<file path="src/rtl/lirs_pkg.sv">
// shared types, constants and codes of the linear interpolation resampler
`default_nettype none

package lirs_pkg;

  // fixed field widths
  localparam int RATE_W   = 18;
  localparam int SAMPLE_W = 16;

  // defaults of the top level parameters
  localparam int COUNT_WIDTH_DEF  = 32;
  localparam int MAX_UPSAMPLE_DEF = 16;

  // longest run of outputs one input word may cause
  localparam int MAX_RUN = 32;
  localparam int RUN_W   = $clog2(MAX_RUN + 1);

  // divider dividend width: biased interpolation numerator is below 2^34
  localparam int DIV_W   = 34;
  localparam int DIV_CNT_W = $clog2(DIV_W);

  // configuration register reset values
  localparam logic [RATE_W-1:0] SRC_RATE_RST = 18'd44100;
  localparam logic [RATE_W-1:0] DST_RATE_RST = 18'd16000;

  // configuration register index
  typedef enum logic {
    REG_SRC_RATE = 1'b0,
    REG_DST_RATE = 1'b1
  } reg_idx_t;

  // input word
  typedef struct packed {
    logic signed [SAMPLE_W-1:0] sample_in;
    logic                       final_in;
  } in_word_t;

  // result word
  typedef struct packed {
    logic signed [SAMPLE_W-1:0] sample_out;
    logic                       valid_res;
    logic                       run_end;
    logic                       stream_end;
    logic                       ratio_error;
  } out_word_t;

  // divider operand select
  typedef enum logic [1:0] {
    DIV_STEP   = 2'd0,
    DIV_FOLD   = 2'd1,
    DIV_INTERP = 2'd2
  } div_sel_t;

  // kind of result word to launch
  typedef enum logic [1:0] {
    EMIT_NONE   = 2'd0,
    EMIT_SAMPLE = 2'd1,
    EMIT_ERROR  = 2'd2,
    EMIT_EMPTY  = 2'd3
  } emit_kind_t;

  // controller states
  typedef enum logic [3:0] {
    ST_IDLE,
    ST_CHECK,
    ST_ERR,
    ST_STEP_DIV,
    ST_FOLD_CHK,
    ST_FOLD_DIV,
    ST_SCAN,
    ST_MUL_A,
    ST_MUL_B,
    ST_QUOT_GO,
    ST_QUOT_DIV,
    ST_ADV,
    ST_EMIT,
    ST_EMPTY,
    ST_DONE
  } state_t;

  // controller to datapath commands
  typedef struct packed {
    logic       load_in;
    logic       div_start;
    div_sel_t   div_sel;
    logic       step_latch;
    logic       fold_latch;
    logic       mul_first;
    logic       mul_second;
    logic       val_interp;
    logic       val_final;
    logic       advance;
    emit_kind_t emit;
    logic       commit;
    logic       commit_err;
  } dp_cmd_t;

  // datapath to controller status
  typedef struct packed {
    logic ratio_bad;
    logic div_done;
    logic rem_ge_dst;
    logic hit_interp;
    logic hit_final;
    logic run_empty;
    logic fin;
    logic out_free;
  } dp_status_t;

endpackage

`default_nettype wire

</file>
<file path="src/rtl/lirs_div.sv">
// restoring divider, one quotient bit per cycle
`default_nettype none

module lirs_div (
  input  wire logic                        clk,
  input  wire logic                        rst,
  input  wire logic                        start,
  input  wire logic [lirs_pkg::DIV_W-1:0]  dividend,
  input  wire logic [lirs_pkg::RATE_W-1:0] divisor,
  output logic                             done,
  output logic [lirs_pkg::DIV_W-1:0]       quotient,
  output logic [lirs_pkg::RATE_W-1:0]      remainder
);

  logic                              busy;
  logic [lirs_pkg::DIV_CNT_W-1:0]    cnt;
  logic [lirs_pkg::RATE_W-1:0]       dvs;
  logic [lirs_pkg::RATE_W:0]         rem_sh;
  logic                              ge;
  logic [lirs_pkg::RATE_W:0]         rem_sub;

  // one shift and trial subtract
  always_comb begin
    rem_sh  = {remainder, quotient[lirs_pkg::DIV_W-1]};
    ge      = rem_sh >= {1'b0, dvs};
    rem_sub = rem_sh - {1'b0, dvs};
  end

  // control
  always_ff @(posedge clk) begin
    if (rst) begin
      busy <= 1'b0;
      done <= 1'b0;
      cnt  <= '0;
    end else if (start) begin
      busy <= 1'b1;
      done <= 1'b0;
      cnt  <= '0;
    end else if (busy) begin
      cnt <= cnt + 1'b1;
      if (cnt == lirs_pkg::DIV_CNT_W'(lirs_pkg::DIV_W - 1)) begin
        busy <= 1'b0;
        done <= 1'b1;
      end
    end else begin
      done <= 1'b0;
    end
  end

  // operands and partial results
  always_ff @(posedge clk) begin
    if (start) begin
      quotient  <= dividend;
      remainder <= '0;
      dvs       <= divisor;
    end else if (busy) begin
      quotient  <= {quotient[lirs_pkg::DIV_W-2:0], ge};
      remainder <= ge ? rem_sub[lirs_pkg::RATE_W-1:0] : rem_sh[lirs_pkg::RATE_W-1:0];
    end
  end

  // no restart while a division runs
  a_no_restart: assert property (@(posedge clk) disable iff (rst) !(start && busy))
    else $error("divider started while busy");

endmodule

`default_nettype wire

</file>
<file path="src/rtl/lirs_datapath.sv">
// stream state, position arithmetic, interpolation and result register
`default_nettype none

module lirs_datapath #(
  parameter int COUNT_WIDTH  = lirs_pkg::COUNT_WIDTH_DEF,
  parameter int MAX_UPSAMPLE = lirs_pkg::MAX_UPSAMPLE_DEF
) (
  input  wire logic                        clk,
  input  wire logic                        rst,
  input  wire lirs_pkg::dp_cmd_t           cmd,
  output lirs_pkg::dp_status_t             status,
  input  wire logic [lirs_pkg::RATE_W-1:0] src_rate,
  input  wire logic [lirs_pkg::RATE_W-1:0] dst_rate,
  input  wire lirs_pkg::in_word_t          src_word,
  output logic                             res_valid,
  input  wire logic                        res_ready,
  output lirs_pkg::out_word_t              res_word
);

  localparam int CW  = COUNT_WIDTH;
  localparam int RW  = lirs_pkg::RATE_W;
  localparam int DW  = lirs_pkg::DIV_W;
  localparam int UPW = $clog2(MAX_UPSAMPLE + 1);
  localparam int SW  = (CW > DW) ? CW : DW;

  // current word and stream state
  logic [lirs_pkg::SAMPLE_W-1:0] smp;
  logic                          fin;
  logic [lirs_pkg::SAMPLE_W-1:0] prev;
  logic                          have_prev;
  logic [CW-1:0]                 count;
  logic [CW-1:0]                 whole;
  logic [RW-1:0]                 prem;
  logic [RW-1:0]                 step_whole;
  logic [RW-1:0]                 step_rem;
  logic [DW-1:0]                 acc;
  logic [lirs_pkg::SAMPLE_W-1:0] val;
  logic [lirs_pkg::RUN_W-1:0]    run_n;

  // divider
  logic [DW-1:0] div_dividend;
  logic          div_done;
  logic [DW-1:0] div_q;
  logic [RW-1:0] div_r;

  logic [RW+UPW-1:0]             up_lim;
  logic                          ratio_bad;
  logic [lirs_pkg::SAMPLE_W-1:0] mul_x;
  logic [RW-1:0]                 mul_y;
  logic [DW-1:0]                 prod;
  logic [RW:0]                   rem_sum;
  logic                          rem_wrap;
  logic [CW-1:0]                 whole_adv;
  logic [RW-1:0]                 prem_adv;
  logic [SW-1:0]                 fold_sum;
  logic                          run_more;
  logic                          out_free;
  lirs_pkg::out_word_t           word_next;

  // rate pair check
  always_comb begin
    up_lim    = {{UPW{1'b0}}, src_rate} * (RW+UPW)'(MAX_UPSAMPLE);
    ratio_bad = (src_rate == '0) || (dst_rate == '0) || ({{UPW{1'b0}}, dst_rate} > up_lim);
  end

  // divider operand select
  always_comb begin
    case (cmd.div_sel)
      lirs_pkg::DIV_STEP:   div_dividend = DW'(src_rate);
      lirs_pkg::DIV_FOLD:   div_dividend = DW'(prem);
      lirs_pkg::DIV_INTERP: div_dividend = acc;
      default:              div_dividend = '0;
    endcase
  end

  lirs_div u_div (
    .clk       (clk),
    .rst       (rst),
    .start     (cmd.div_start),
    .dividend  (div_dividend),
    .divisor   (dst_rate),
    .done      (div_done),
    .quotient  (div_q),
    .remainder (div_r)
  );

  // shared multiplier, samples biased to unsigned so the quotient floors
  always_comb begin
    if (cmd.mul_second) begin
      mul_x = {~smp[lirs_pkg::SAMPLE_W-1], smp[lirs_pkg::SAMPLE_W-2:0]};
      mul_y = prem;
    end else begin
      mul_x = {~prev[lirs_pkg::SAMPLE_W-1], prev[lirs_pkg::SAMPLE_W-2:0]};
      mul_y = dst_rate - prem;
    end
    prod = DW'(mul_x) * DW'(mul_y);
  end

  // position step and remainder fold
  always_comb begin
    rem_sum   = {1'b0, prem} + {1'b0, step_rem};
    rem_wrap  = rem_sum >= {1'b0, dst_rate};
    whole_adv = whole + CW'(step_whole) + CW'(rem_wrap);
    prem_adv  = rem_wrap ? RW'(rem_sum - {1'b0, dst_rate}) : rem_sum[RW-1:0];
    fold_sum  = SW'(whole) + SW'(div_q);
  end

  // run conditions
  always_comb begin
    status.ratio_bad  = ratio_bad;
    status.div_done   = div_done;
    status.rem_ge_dst = prem >= dst_rate;
    status.hit_interp = have_prev && (run_n < lirs_pkg::RUN_W'(lirs_pkg::MAX_RUN)) &&
                        (whole == count - CW'(1));
    status.hit_final  = fin && (run_n < lirs_pkg::RUN_W'(lirs_pkg::MAX_RUN)) &&
                        (whole == count);
    status.run_empty  = run_n == '0;
    status.fin        = fin;
    status.out_free   = out_free;
    run_more          = status.hit_interp || status.hit_final;
  end

  // word register
  always_ff @(posedge clk) begin
    if (cmd.load_in) begin
      smp <= src_word.sample_in;
      fin <= src_word.final_in;
    end
  end

  // stream state
  always_ff @(posedge clk) begin
    if (rst) begin
      prev      <= '0;
      have_prev <= 1'b0;
      count     <= '0;
      whole     <= '0;
      prem      <= '0;
    end else if ((cmd.commit || cmd.commit_err) && fin) begin
      prev      <= '0;
      have_prev <= 1'b0;
      count     <= '0;
      whole     <= '0;
      prem      <= '0;
    end else if (cmd.commit) begin
      prev      <= smp;
      have_prev <= 1'b1;
      count     <= count + CW'(1);
    end else if (cmd.fold_latch) begin
      whole <= fold_sum[CW-1:0];
      prem  <= div_r;
    end else if (cmd.advance) begin
      whole <= whole_adv;
      prem  <= prem_adv;
    end
  end

  // step size, product accumulator, result value
  always_ff @(posedge clk) begin
    if (cmd.step_latch) begin
      step_whole <= div_q[RW-1:0];
      step_rem   <= div_r;
    end
    if (cmd.mul_first) begin
      acc <= prod;
    end else if (cmd.mul_second) begin
      acc <= acc + prod;
    end
    if (cmd.val_interp) begin
      val <= {~div_q[lirs_pkg::SAMPLE_W-1], div_q[lirs_pkg::SAMPLE_W-2:0]};
    end else if (cmd.val_final) begin
      val <= smp;
    end
  end

  // run counter
  always_ff @(posedge clk) begin
    if (rst || cmd.load_in) begin
      run_n <= '0;
    end else if (cmd.advance) begin
      run_n <= run_n + 1'b1;
    end
  end

  // result word
  always_comb begin
    word_next = '0;
    case (cmd.emit)
      lirs_pkg::EMIT_SAMPLE: begin
        word_next.sample_out = val;
        word_next.valid_res  = 1'b1;
        word_next.run_end    = !run_more;
        word_next.stream_end = !run_more && fin;
      end
      lirs_pkg::EMIT_ERROR: begin
        word_next.sample_out  = smp;
        word_next.valid_res   = 1'b1;
        word_next.run_end     = 1'b1;
        word_next.stream_end  = fin;
        word_next.ratio_error = 1'b1;
      end
      lirs_pkg::EMIT_EMPTY: begin
        word_next.run_end    = 1'b1;
        word_next.stream_end = 1'b1;
      end
      default: word_next = '0;
    endcase
  end

  // output register
  assign out_free = !res_valid || res_ready;

  always_ff @(posedge clk) begin
    if (rst) begin
      res_valid <= 1'b0;
    end else if (cmd.emit != lirs_pkg::EMIT_NONE) begin
      res_valid <= 1'b1;
    end else if (res_ready) begin
      res_valid <= 1'b0;
    end
  end

  always_ff @(posedge clk) begin
    if (cmd.emit != lirs_pkg::EMIT_NONE) begin
      res_word <= word_next;
    end
  end

  // a word is launched only into a free output slot
  a_emit_free: assert property (@(posedge clk) disable iff (rst)
    (cmd.emit != lirs_pkg::EMIT_NONE) |-> out_free)
    else $error("result word launched over a pending one");

  // run length stays within bound
  a_run_bound: assert property (@(posedge clk) disable iff (rst)
    run_n <= lirs_pkg::RUN_W'(lirs_pkg::MAX_RUN))
    else $error("run counter out of range");

  // stream end always closes a run
  a_stream_end: assert property (@(posedge clk) disable iff (rst)
    (res_valid && res_word.stream_end) |-> res_word.run_end)
    else $error("stream end without run end");

  // an empty result only ever closes a stream
  a_empty_end: assert property (@(posedge clk) disable iff (rst)
    (res_valid && !res_word.valid_res) |-> (res_word.stream_end && !res_word.ratio_error))
    else $error("empty result outside stream end");

endmodule

`default_nettype wire

</file>
<file path="src/rtl/lirs_ctrl.sv">
// sequencing state machine of the resampler
`default_nettype none

module lirs_ctrl (
  input  wire logic                 clk,
  input  wire logic                 rst,
  input  wire logic                 src_valid,
  output logic                      src_ready,
  input  wire lirs_pkg::dp_status_t status,
  output lirs_pkg::dp_cmd_t         cmd
);

  lirs_pkg::state_t state;
  lirs_pkg::state_t state_next;

  // state register
  always_ff @(posedge clk) begin
    if (rst) begin
      state <= lirs_pkg::ST_IDLE;
    end else begin
      state <= state_next;
    end
  end

  // next state
  always_comb begin
    state_next = state;
    case (state)
      lirs_pkg::ST_IDLE: begin
        if (src_valid) state_next = lirs_pkg::ST_CHECK;
      end
      lirs_pkg::ST_CHECK: begin
        state_next = status.ratio_bad ? lirs_pkg::ST_ERR : lirs_pkg::ST_STEP_DIV;
      end
      lirs_pkg::ST_ERR: begin
        if (status.out_free) state_next = lirs_pkg::ST_IDLE;
      end
      lirs_pkg::ST_STEP_DIV: begin
        if (status.div_done) state_next = lirs_pkg::ST_FOLD_CHK;
      end
      lirs_pkg::ST_FOLD_CHK: begin
        state_next = status.rem_ge_dst ? lirs_pkg::ST_FOLD_DIV : lirs_pkg::ST_SCAN;
      end
      lirs_pkg::ST_FOLD_DIV: begin
        if (status.div_done) state_next = lirs_pkg::ST_SCAN;
      end
      lirs_pkg::ST_SCAN: begin
        if (status.hit_interp) begin
          state_next = lirs_pkg::ST_MUL_A;
        end else if (status.hit_final) begin
          state_next = lirs_pkg::ST_ADV;
        end else if (status.fin && status.run_empty) begin
          state_next = lirs_pkg::ST_EMPTY;
        end else begin
          state_next = lirs_pkg::ST_DONE;
        end
      end
      lirs_pkg::ST_MUL_A:    state_next = lirs_pkg::ST_MUL_B;
      lirs_pkg::ST_MUL_B:    state_next = lirs_pkg::ST_QUOT_GO;
      lirs_pkg::ST_QUOT_GO:  state_next = lirs_pkg::ST_QUOT_DIV;
      lirs_pkg::ST_QUOT_DIV: begin
        if (status.div_done) state_next = lirs_pkg::ST_ADV;
      end
      lirs_pkg::ST_ADV:      state_next = lirs_pkg::ST_EMIT;
      lirs_pkg::ST_EMIT: begin
        if (status.out_free) state_next = lirs_pkg::ST_SCAN;
      end
      lirs_pkg::ST_EMPTY: begin
        if (status.out_free) state_next = lirs_pkg::ST_DONE;
      end
      lirs_pkg::ST_DONE:     state_next = lirs_pkg::ST_IDLE;
      default:               state_next = lirs_pkg::ST_IDLE;
    endcase
  end

  // outputs
  always_comb begin
    cmd       = '0;
    cmd.div_sel = lirs_pkg::DIV_STEP;
    cmd.emit    = lirs_pkg::EMIT_NONE;
    src_ready = 1'b0;
    case (state)
      lirs_pkg::ST_IDLE: begin
        src_ready   = 1'b1;
        cmd.load_in = src_valid;
      end
      lirs_pkg::ST_CHECK: begin
        cmd.div_start = !status.ratio_bad;
        cmd.div_sel   = lirs_pkg::DIV_STEP;
      end
      lirs_pkg::ST_ERR: begin
        if (status.out_free) begin
          cmd.emit       = lirs_pkg::EMIT_ERROR;
          cmd.commit_err = 1'b1;
        end
      end
      lirs_pkg::ST_STEP_DIV: begin
        cmd.step_latch = status.div_done;
      end
      lirs_pkg::ST_FOLD_CHK: begin
        cmd.div_start = status.rem_ge_dst;
        cmd.div_sel   = lirs_pkg::DIV_FOLD;
      end
      lirs_pkg::ST_FOLD_DIV: begin
        cmd.fold_latch = status.div_done;
      end
      lirs_pkg::ST_SCAN: begin
        cmd.val_final = !status.hit_interp && status.hit_final;
      end
      lirs_pkg::ST_MUL_A: begin
        cmd.mul_first = 1'b1;
      end
      lirs_pkg::ST_MUL_B: begin
        cmd.mul_second = 1'b1;
      end
      lirs_pkg::ST_QUOT_GO: begin
        cmd.div_start = 1'b1;
        cmd.div_sel   = lirs_pkg::DIV_INTERP;
      end
      lirs_pkg::ST_QUOT_DIV: begin
        cmd.val_interp = status.div_done;
      end
      lirs_pkg::ST_ADV: begin
        cmd.advance = 1'b1;
      end
      lirs_pkg::ST_EMIT: begin
        if (status.out_free) cmd.emit = lirs_pkg::EMIT_SAMPLE;
      end
      lirs_pkg::ST_EMPTY: begin
        if (status.out_free) cmd.emit = lirs_pkg::EMIT_EMPTY;
      end
      lirs_pkg::ST_DONE: begin
        cmd.commit = 1'b1;
      end
      default: begin
        cmd = '0;
      end
    endcase
  end

endmodule

`default_nettype wire

</file>
<file path="src/rtl/linear_interp_resampler_core.sv">
// top level: configuration registers, controller and datapath of the resampler
//
// Linear interpolation sample rate converter for one 16-bit channel. Each input word
// takes one source sample and returns zero or more result words; an output sample at
// fractional source position w + r/dst_rate is floor((x[w]*(dst-r) + x[w+1]*r)/dst).
// Work per input word is done by one shared restoring divider and one shared multiplier:
// a division derives the position step, another folds the remainder if a rate change
// left it out of range, then every interpolated output takes two multiplies and a
// division and every repeated final sample a position advance, plus the wait for the
// consumer on each result word. The user must write configuration over the APB port
// only while no input word is in progress; the block itself does not enforce it. One
// result word can wait in the output register while the next input word is taken.
`default_nettype none

module linear_interp_resampler_core #(
  parameter int COUNT_WIDTH  = lirs_pkg::COUNT_WIDTH_DEF,
  parameter int MAX_UPSAMPLE = lirs_pkg::MAX_UPSAMPLE_DEF
) (
  input  wire logic               clk,
  input  wire logic               rst,
  // configuration port
  input  wire logic               psel,
  input  wire logic               penable,
  input  wire logic               pwrite,
  input  wire logic [2:0]         paddr,
  input  wire logic [31:0]        pwdata,
  output logic [31:0]             prdata,
  output logic                    pready,
  // source words
  input  wire logic               src_valid,
  output logic                    src_ready,
  input  wire lirs_pkg::in_word_t src_word,
  // result words
  output logic                    res_valid,
  input  wire logic               res_ready,
  output lirs_pkg::out_word_t     res_word
);

  logic [lirs_pkg::RATE_W-1:0] src_rate;
  logic [lirs_pkg::RATE_W-1:0] dst_rate;
  lirs_pkg::reg_idx_t          reg_idx;
  lirs_pkg::dp_cmd_t           cmd;
  lirs_pkg::dp_status_t        status;

  assign reg_idx = lirs_pkg::reg_idx_t'(paddr[2]);
  assign pready  = 1'b1;

  // register writes
  always_ff @(posedge clk) begin
    if (rst) begin
      src_rate <= lirs_pkg::SRC_RATE_RST;
      dst_rate <= lirs_pkg::DST_RATE_RST;
    end else if (psel && penable && pwrite) begin
      case (reg_idx)
        lirs_pkg::REG_SRC_RATE: src_rate <= pwdata[lirs_pkg::RATE_W-1:0];
        lirs_pkg::REG_DST_RATE: dst_rate <= pwdata[lirs_pkg::RATE_W-1:0];
        default: ;
      endcase
    end
  end

  // register reads
  always_comb begin
    case (reg_idx)
      lirs_pkg::REG_SRC_RATE: prdata = 32'(src_rate);
      lirs_pkg::REG_DST_RATE: prdata = 32'(dst_rate);
      default:                prdata = '0;
    endcase
  end

  lirs_ctrl u_ctrl (
    .clk       (clk),
    .rst       (rst),
    .src_valid (src_valid),
    .src_ready (src_ready),
    .status    (status),
    .cmd       (cmd)
  );

  lirs_datapath #(
    .COUNT_WIDTH  (COUNT_WIDTH),
    .MAX_UPSAMPLE (MAX_UPSAMPLE)
  ) u_datapath (
    .clk       (clk),
    .rst       (rst),
    .cmd       (cmd),
    .status    (status),
    .src_rate  (src_rate),
    .dst_rate  (dst_rate),
    .src_word  (src_word),
    .res_valid (res_valid),
    .res_ready (res_ready),
    .res_word  (res_word)
  );

endmodule

`default_nettype wire

</file>
<file path="config.mk">
export PLATFORM = sky130hd
export DESIGN_NAME = linear_interp_resampler_core
export DESIGN_NICKNAME = d
export VERILOG_FILES = /design/src/rtl/lirs_pkg.sv /design/src/rtl/lirs_div.sv /design/src/rtl/lirs_datapath.sv /design/src/rtl/lirs_ctrl.sv /design/src/rtl/linear_interp_resampler_core.sv
export SDC_FILE = /design/constraint.sdc
export NUM_CORES = 2
export LEC_CHECK = 0
export BUFFER_PORTS_ARGS = -buffer_cell sky130_fd_sc_hd__buf_2
export CORE_UTILIZATION = 55
export CTS_CLUSTER_SIZE = 40
export DETAILED_ROUTE_END_ITERATION = 8
export GPL_TIMING_DRIVEN = 0
export PLACE_DENSITY_LB_ADDON = 0.2
export SLEW_MARGIN = 20
export SYNTH_ARGS = -nofsm -noshare
export SYNTH_HDL_FRONTEND = slang
export SYNTH_SLANG_ARGS = --single-unit
</file>
<file path="constraint.sdc">
create_clock -name clk -period 11.6 [get_ports clk]
set_input_delay 0.58 -clock clk [delete_from_list [all_inputs] [get_ports clk]]
set_output_delay 0.58 -clock clk [all_outputs]
set_load 0.005 [all_outputs]
</file>
# After elaboration in Yosys (flattened, before gate mapping)
# Cells that the tools add are included.
[totals]
register_bits = 347
in_bits = 59
wordCells = 172
[classes]
add_sub_neg = 12
mul = 1
order_cmp = 5
n_eq_ne = 29
mux = 54
bitwise = 6
n_reduce_logical = 38
[ops]
columns = ["cell", "count"]
rows = [
  ["$mux W34", 4],
  ["$pmux W34 S3", 1],
  ["$mux W18", 5],
  ["$eq A32 B32 Y1", 2],
  ["$mux W32", 2],
  ["$pmux W32 S2", 1],
  ["$pmux W4 S14", 1],
  ["$sub A18 B18 Y18", 3],
  ["$mux W16", 3],
  ["$ge A19 B18 Y1", 2],
  ["$logic_not A18 Y1", 2],
  ["$mux W4", 9],
  ["$add A34 B34 Y34", 1],
  ["$mul A16 B18 Y34", 1],
  ["$pmux W17 S2", 1],
  ["$add A32 B1 Y32", 1],
  ["$add A32 B1 Y32 const B", 1],
  ["$add A32 B18 Y32", 1],
  ["$add A32 B32 Y32", 1],
  ["$sub A32 B1 Y32 const B", 1],
  ["$eq A4 B4 Y1 const B", 7],
  ["$gt A18 B22 Y1", 1],
  ["$mux W1", 20],
  ["$add A18 B18 Y19", 1],
  ["other kinds (26)", 73],
]

# Longest topological paths before layout
[depth]
ltp_word = 8
depth_mapped = 48
ltp_nobuf = 46

# Hierarchy
# A second synthesis with hierarchy kept.
[hier_totals]
hier_cells = 3907
hier_area_um2 = 34370.5
[modules_own_cells]
columns = ["module", "instances", "cells_each", "area_each_um2", "seq_area_each_um2"]
rows = [
  ["lirs_datapath", 1, 3255, 27745.4, 5815.6],
  ["lirs_div", 1, 384, 4217.8, 2082.0],
  ["linear_interp_resampler_core", 1, 182, 1855.5, 720.7],
  ["lirs_ctrl", 1, 86, 551.8, 80.1],
]

# Least setup slack after synthesis
# No wires, ideal clock.
[synth_timing]
path_type = "reg2reg"
start = "reg u_datapath.prem[0]"
end = "reg u_datapath.acc[33] (data pin)"
setup_ps = 260
arrival_time_ps = 10241
slack_ps = 1099
path_stages_with_launch = 44
period_less_slack_ps = 10501
path_cell_list = "dfxtp_1 ha_1 inv_1 fa_1 a21o_1 a21oi_1 o21bai_1 a21oi_1 o21bai_1 a21o_1 a221oi_1 nor4_1 o31ai_1 clkbuf_1 nand2_1 fa_1 fa_1 fa_1 (+8 left out) a21o_1 a21o_1 a21o_1 a2111oi_0 o21ai_0 o21ai_0 xnor2_1 ha_1 a21o_1 a21o_1 a21o_1 or3_1 o21ai_0 a21oi_1 a41o_1 o41ai_1 mux2i_1 xnor2_1"
[synth_via]
elab_chain_cells = 6
[synth_rtl]
columns = ["element", "line", "source"]
rows = [
  ["start: declaration", "lirs_datapath.sv:33", "logic [RW-1:0] prem;"],
  ["start signal: assignment", "lirs_datapath.sv:151", "prem <= div_r;"],
  ["start signal: assignment", "lirs_datapath.sv:154", "prem <= prem_adv;"],
  ["$sub A18 B18 Y18", "lirs_datapath.sv:94", "mul_y = dst_rate - prem;"],
  ["$mux W18 *", "lirs_datapath.sv:89", "if (cmd.mul_second) begin"],
  ["$mul A16 B18 Y34 *", "lirs_datapath.sv:96", "prod = DW'(mul_x) * DW'(mul_y);"],
  ["$add A34 B34 Y34", "lirs_datapath.sv:167", "acc <= acc + prod;"],
  ["$mux W34", "lirs_datapath.sv:166", "end else if (cmd.mul_second) begin"],
  ["$mux W34 *", "lirs_datapath.sv:164", "if (cmd.mul_first) begin"],
  ["end signal: assignment", "lirs_datapath.sv:165", "acc <= prod;"],
  ["end signal: assignment", "lirs_datapath.sv:167", ""],
  ["end: declaration", "lirs_datapath.sv:36", "logic [DW-1:0] acc;"],
]
# Every way passes the cells marked *; elsewhere a longest branch is shown, timed or not. The select of a mux whose other input is x is not followed.
# A chain may end at the register's enable or synchronous reset.

# Final worst setup path
[layout_timing]
start = "reg u_datapath.prem[1]"
end = "reg u_datapath.acc[33] (data pin)"
# The elaborated chain is that of the path after synthesis.

==> results.toml <==
[run_status]
status = "complete, no violations"

[placement]
place_area_um2 = 34890
post-place-ws_ns = -0.9698
globalplace.congestion = 1.054
dp.final_hpwl_um = 85470
port_buffers = 81

[logic_synthesis]
yosys.area.top_type = "edfxtp_1"
synthArstFlopShare_pct = 0
synth_commonest_cells = "512 x nand2_1, 398 x inv_1, 295 x nor2_1"
synthesis.area_um2 = 33360
synth_edf_count = 175
seq_area_frac_synth_pct = 26.07
synthMuxAreaShare_pct = 2.483
synth_compound_area_share_pct = 16.90
synth-main-ff-cell = "edfxtp_1"
synth_top_family_by_area = "adder cells"
synth_area_per_cell_um2 = 8.663
synth_xor_area_share_pct = 6.143
synth_area_leaders = "edfxtp_1 16%, fa_1 14%, ha_1 11%, dfxtp_1 10%, nand2_1 5.8%"
yosysWarningCount = 0
netlist_instances = 3851
synth_simple_gate_area_share_pct = 17.27
synth_top_area_share_pct = 15.75
ys_ff_latch = 347
synth.distinct_cells = 89
synth.most_common_cell = "nand2_1"
synthAdderAreaFrac_pct = 24.45

[setup_path]
cp-start-kind = "flop"
arrival_ns = 11.46
cpMaxStageDelayCell = "fa_1"
r2r_cells = 41
critPathMaxFanout = 10
critPathMaxStageDelay_ns = 0.55
r2r-start = "u_datapath.prem[1]$_SDFFE_PP0P_"
crit_path_end_kind = "flop"
r2r-end = "u_datapath.acc[33]$_DFFE_PP_"
r2r_slack_ns = 0.45
path_common_cell = "fa_1"
cp.required_ns = 11.91
crit_type = "reg -> reg"

[timing]
hold_violations = 0
period_needed_ns = 11.15
fmax_ghz = 0.08969
finalCritPeriodShare_pct = 96.12
slew_viol_final = 0
maxSlewHeadroom_pct = 24.69
setup_viol = 0
setup_tns_ns = 0
finalWorstSetupSlack_ns = 0.4502
skew_ns = 0.02262
tightest_slew_ns = 1.122

[clocking]
htreeDepth = 2
clkLatencyLatePin_ns = 0.59
clkTransAtPathRegs_ns = 0.07
cts-root-buf = "clkbuf_16"
cts_tree = "done"
cts_buffer_depth = 3
clock-sinks = 347
cts-buffers-inserted = 41

[pwr]
p_int_mw = 2.838
p_sw_share_pct = 36.59
power_frac_comb_pct = 30.9
leakage_nw = 16.02
power_density_nw_per_um2 = 122.4
p_switching_mw = 1.638
ir_drop_mv = 0.09893
seqPwrFrac_pct = 39.3
clkPwrFrac_pct = 29.7

[floorplanning]
dieArea_um2 = 61650
core.rowCount = 89
core_area_um2 = 59460
ioPinCount = 114
die_y_um = 248.3
die_x_um = 248.3
initial_core_util_pct = 56.10

[detailed_routing]
routedWlPerCell_um = 22.48
drt_wl_total_um = 107900
final_antenna_net_count = 0
firstDrtPassIters = 6
via_per_inst = 6.123
via_count = 29390
drc = 0
drt_iter0_drc = 3057

[layout]
drive_above_1_share_pct = 7.677
stdcell_area_um2 = 36560
area_growth_pct = 9.598
fillers = 5327
fin_nets = 4568

[min_path]
holdPathEnd = "u_datapath.smp[0]$_DFFE_PP_"
min_path_cells = 1
min-delay-start = "src_word[1]"
min_path_type = "in -> reg"

[global_routing]
use_met3_pct = 6.421
grt_busiest_layer = "met2"
overflow = 0
grt_max_degree = 28
grt_use_met2_pct = 53.33
grtUsageMet1_pct = 48.54
grt_first_pass_wirelength_um = 162300
grt.total_usage_pct = 34.90
grt_pass1_vias = 27570
antenna_found_initial = 10

[flow_run]
cap_violations = 0
[final cells by class]
cell class                 count  area, um2  share of cell area [%]
buffer                       162      724.4                   1.981
multi-input combinational   2949      22720                   62.15
tap                          773      967.2                   2.645
clock buffer                  56       1207                   3.302
sequential                   347       8703                   23.80
timing repair buffer          96      583.1                   1.595
clock inverter                17      157.7                  0.4312
inverter                     398       1494                   4.086
antenna                        1      2.502                0.006844
[cell usage in the layout, fill, tap and decap left out, types with 29 or more instances in the layout]
cell type / count
nand3_1: 72
buf_2: 89
o21bai_1: 30
nor3_1: 78
nand4_1: 41
nor2b_1: 53
ha_1: 282
mux2_2: 45
clkbuf_16: 45
o21ai_0: 144
fa_1: 230
dfxtp_1: 168
and3_1: 50
nor2_1: 293
xor2_1: 65
a21oi_1: 233
edfxtp_1: 175
inv_1: 398
clkbuf_1: 124
xnor2_1: 167
o21a_1: 38
a21o_1: 101
a211oi_1: 43
o211ai_1: 29
nand2_1: 511
and2_1: 31
[through the flow]
step / total power [mW] / utilization [%] / instances / hold WS, ns
2_1_floorplan: 2.619 / - / 3864 / 0.4318
3_3_place_gp: 3.082 / 58.49 / 4718 / 0.4432
3_5_place_dp: 3.110 / 58.68 / 4721 / 0.4514
4_1_cts: 4.437 / 61.14 / 4794 / 0.1626
5_1_grt: 4.666 / 61.48 / 4798 / 0.1748
6_report: 4.476 / 61.49 / 4799 / 0.1739
[cell families (layout without fill, tap and decap cells)]
group,after synthesis,count (layout)
compound gates,853,853
other cells,2,16
flops,347,347
buf+inv,568,729
mux,77,77
simple gates,1256,1256
fa+ha+maj,514,514
xor+xnor,234,234
[registers in the layout, indices dropped and copies added (netlist names)]
name                        count
dst_rate                       18
src_rate                       18
u_ctrl.state                    4
u_datapath.acc                 34
u_datapath.count               32
u_datapath.fin                  1
u_datapath.have_prev            1
u_datapath.prem                18
u_datapath.prev                16
u_datapath.res_valid            1
u_datapath.res_word            20
u_datapath.run_n                6
u_datapath.smp                 16
u_datapath.step_rem            18
u_datapath.step_whole          18
u_datapath.u_div.busy           1
u_datapath.u_div.cnt            6
u_datapath.u_div.done           1
u_datapath.u_div.dvs           18
u_datapath.u_div.quotient      34
u_datapath.u_div.remainder     18
u_datapath.val                 16
u_datapath.whole               32
[layer usage]
layer / share of wire [%] / routed length, um / vias up
li1: - / - / 13590
met1: 42 / 45330 / 14120
met2: 43 / 46640 / 1399
met3: 10 / 10890 / 280
met4: 4.6 / 4998 / 4
met5: 0.035 / 38 / -
[how the worst max path moves through the flow]
stage                                                from                      endpoint  slack, ns  cells after the start
after detailed placement  u_datapath.prem[1]$_SDFFE_PP0P_  u_datapath.acc[33]$_DFFE_PP_      -0.97                     42
after global placement    u_datapath.prem[1]$_SDFFE_PP0P_  u_datapath.acc[33]$_DFFE_PP_      -1.39                     42
final                     u_datapath.prem[1]$_SDFFE_PP0P_  u_datapath.acc[33]$_DFFE_PP_       0.45                     41
after floorplan           u_datapath.prem[0]$_SDFFE_PP0P_  u_datapath.acc[33]$_DFFE_PP_       1.10                     43
after global routing             dst_rate[0]$_SDFFE_PP0P_  u_datapath.acc[33]$_DFFE_PP_     -0.005                     47
after CTS                        dst_rate[1]$_SDFFE_PP0P_  u_datapath.acc[33]$_DFFE_PP_       0.03                     39
[what timing repair did]
item | CTS | global route
buffers inserted | 4 | 8
pin swaps | 4 | 10
resized for setup | 20 | 42
endpoints found under the setup margin | 11 | 8
hold buffers | 0 | 0
[power groups by stage]
stage | registers, mW | clock network, mW | logic, mW
2_1_floorplan | 1.64 | 0 | 0.974
3_3_place_gp | 1.78 | 0 | 1.30
3_5_place_dp | 1.77 | 0 | 1.34
4_1_cts | 1.75 | 1.34 | 1.35
5_1_grt | 1.77 | 1.38 | 1.52
6_report | 1.76 | 1.33 | 1.39
[critical path: cells and delay by family (launching register included)]
| kind | cells | cell delay (ns) |
|---|---|---|
| flops | 1 | 0.42 |
| compound gates | 19 | 3.98 |
| xor+xnor | 2 | 0.31 |
| buf+inv | 6 | 0.69 |
| mux | 1 | 0.26 |
| fa+ha+maj | 9 | 4.13 |
| simple gates | 4 | 1.08 |
Power figures use the tool's default switching activity.
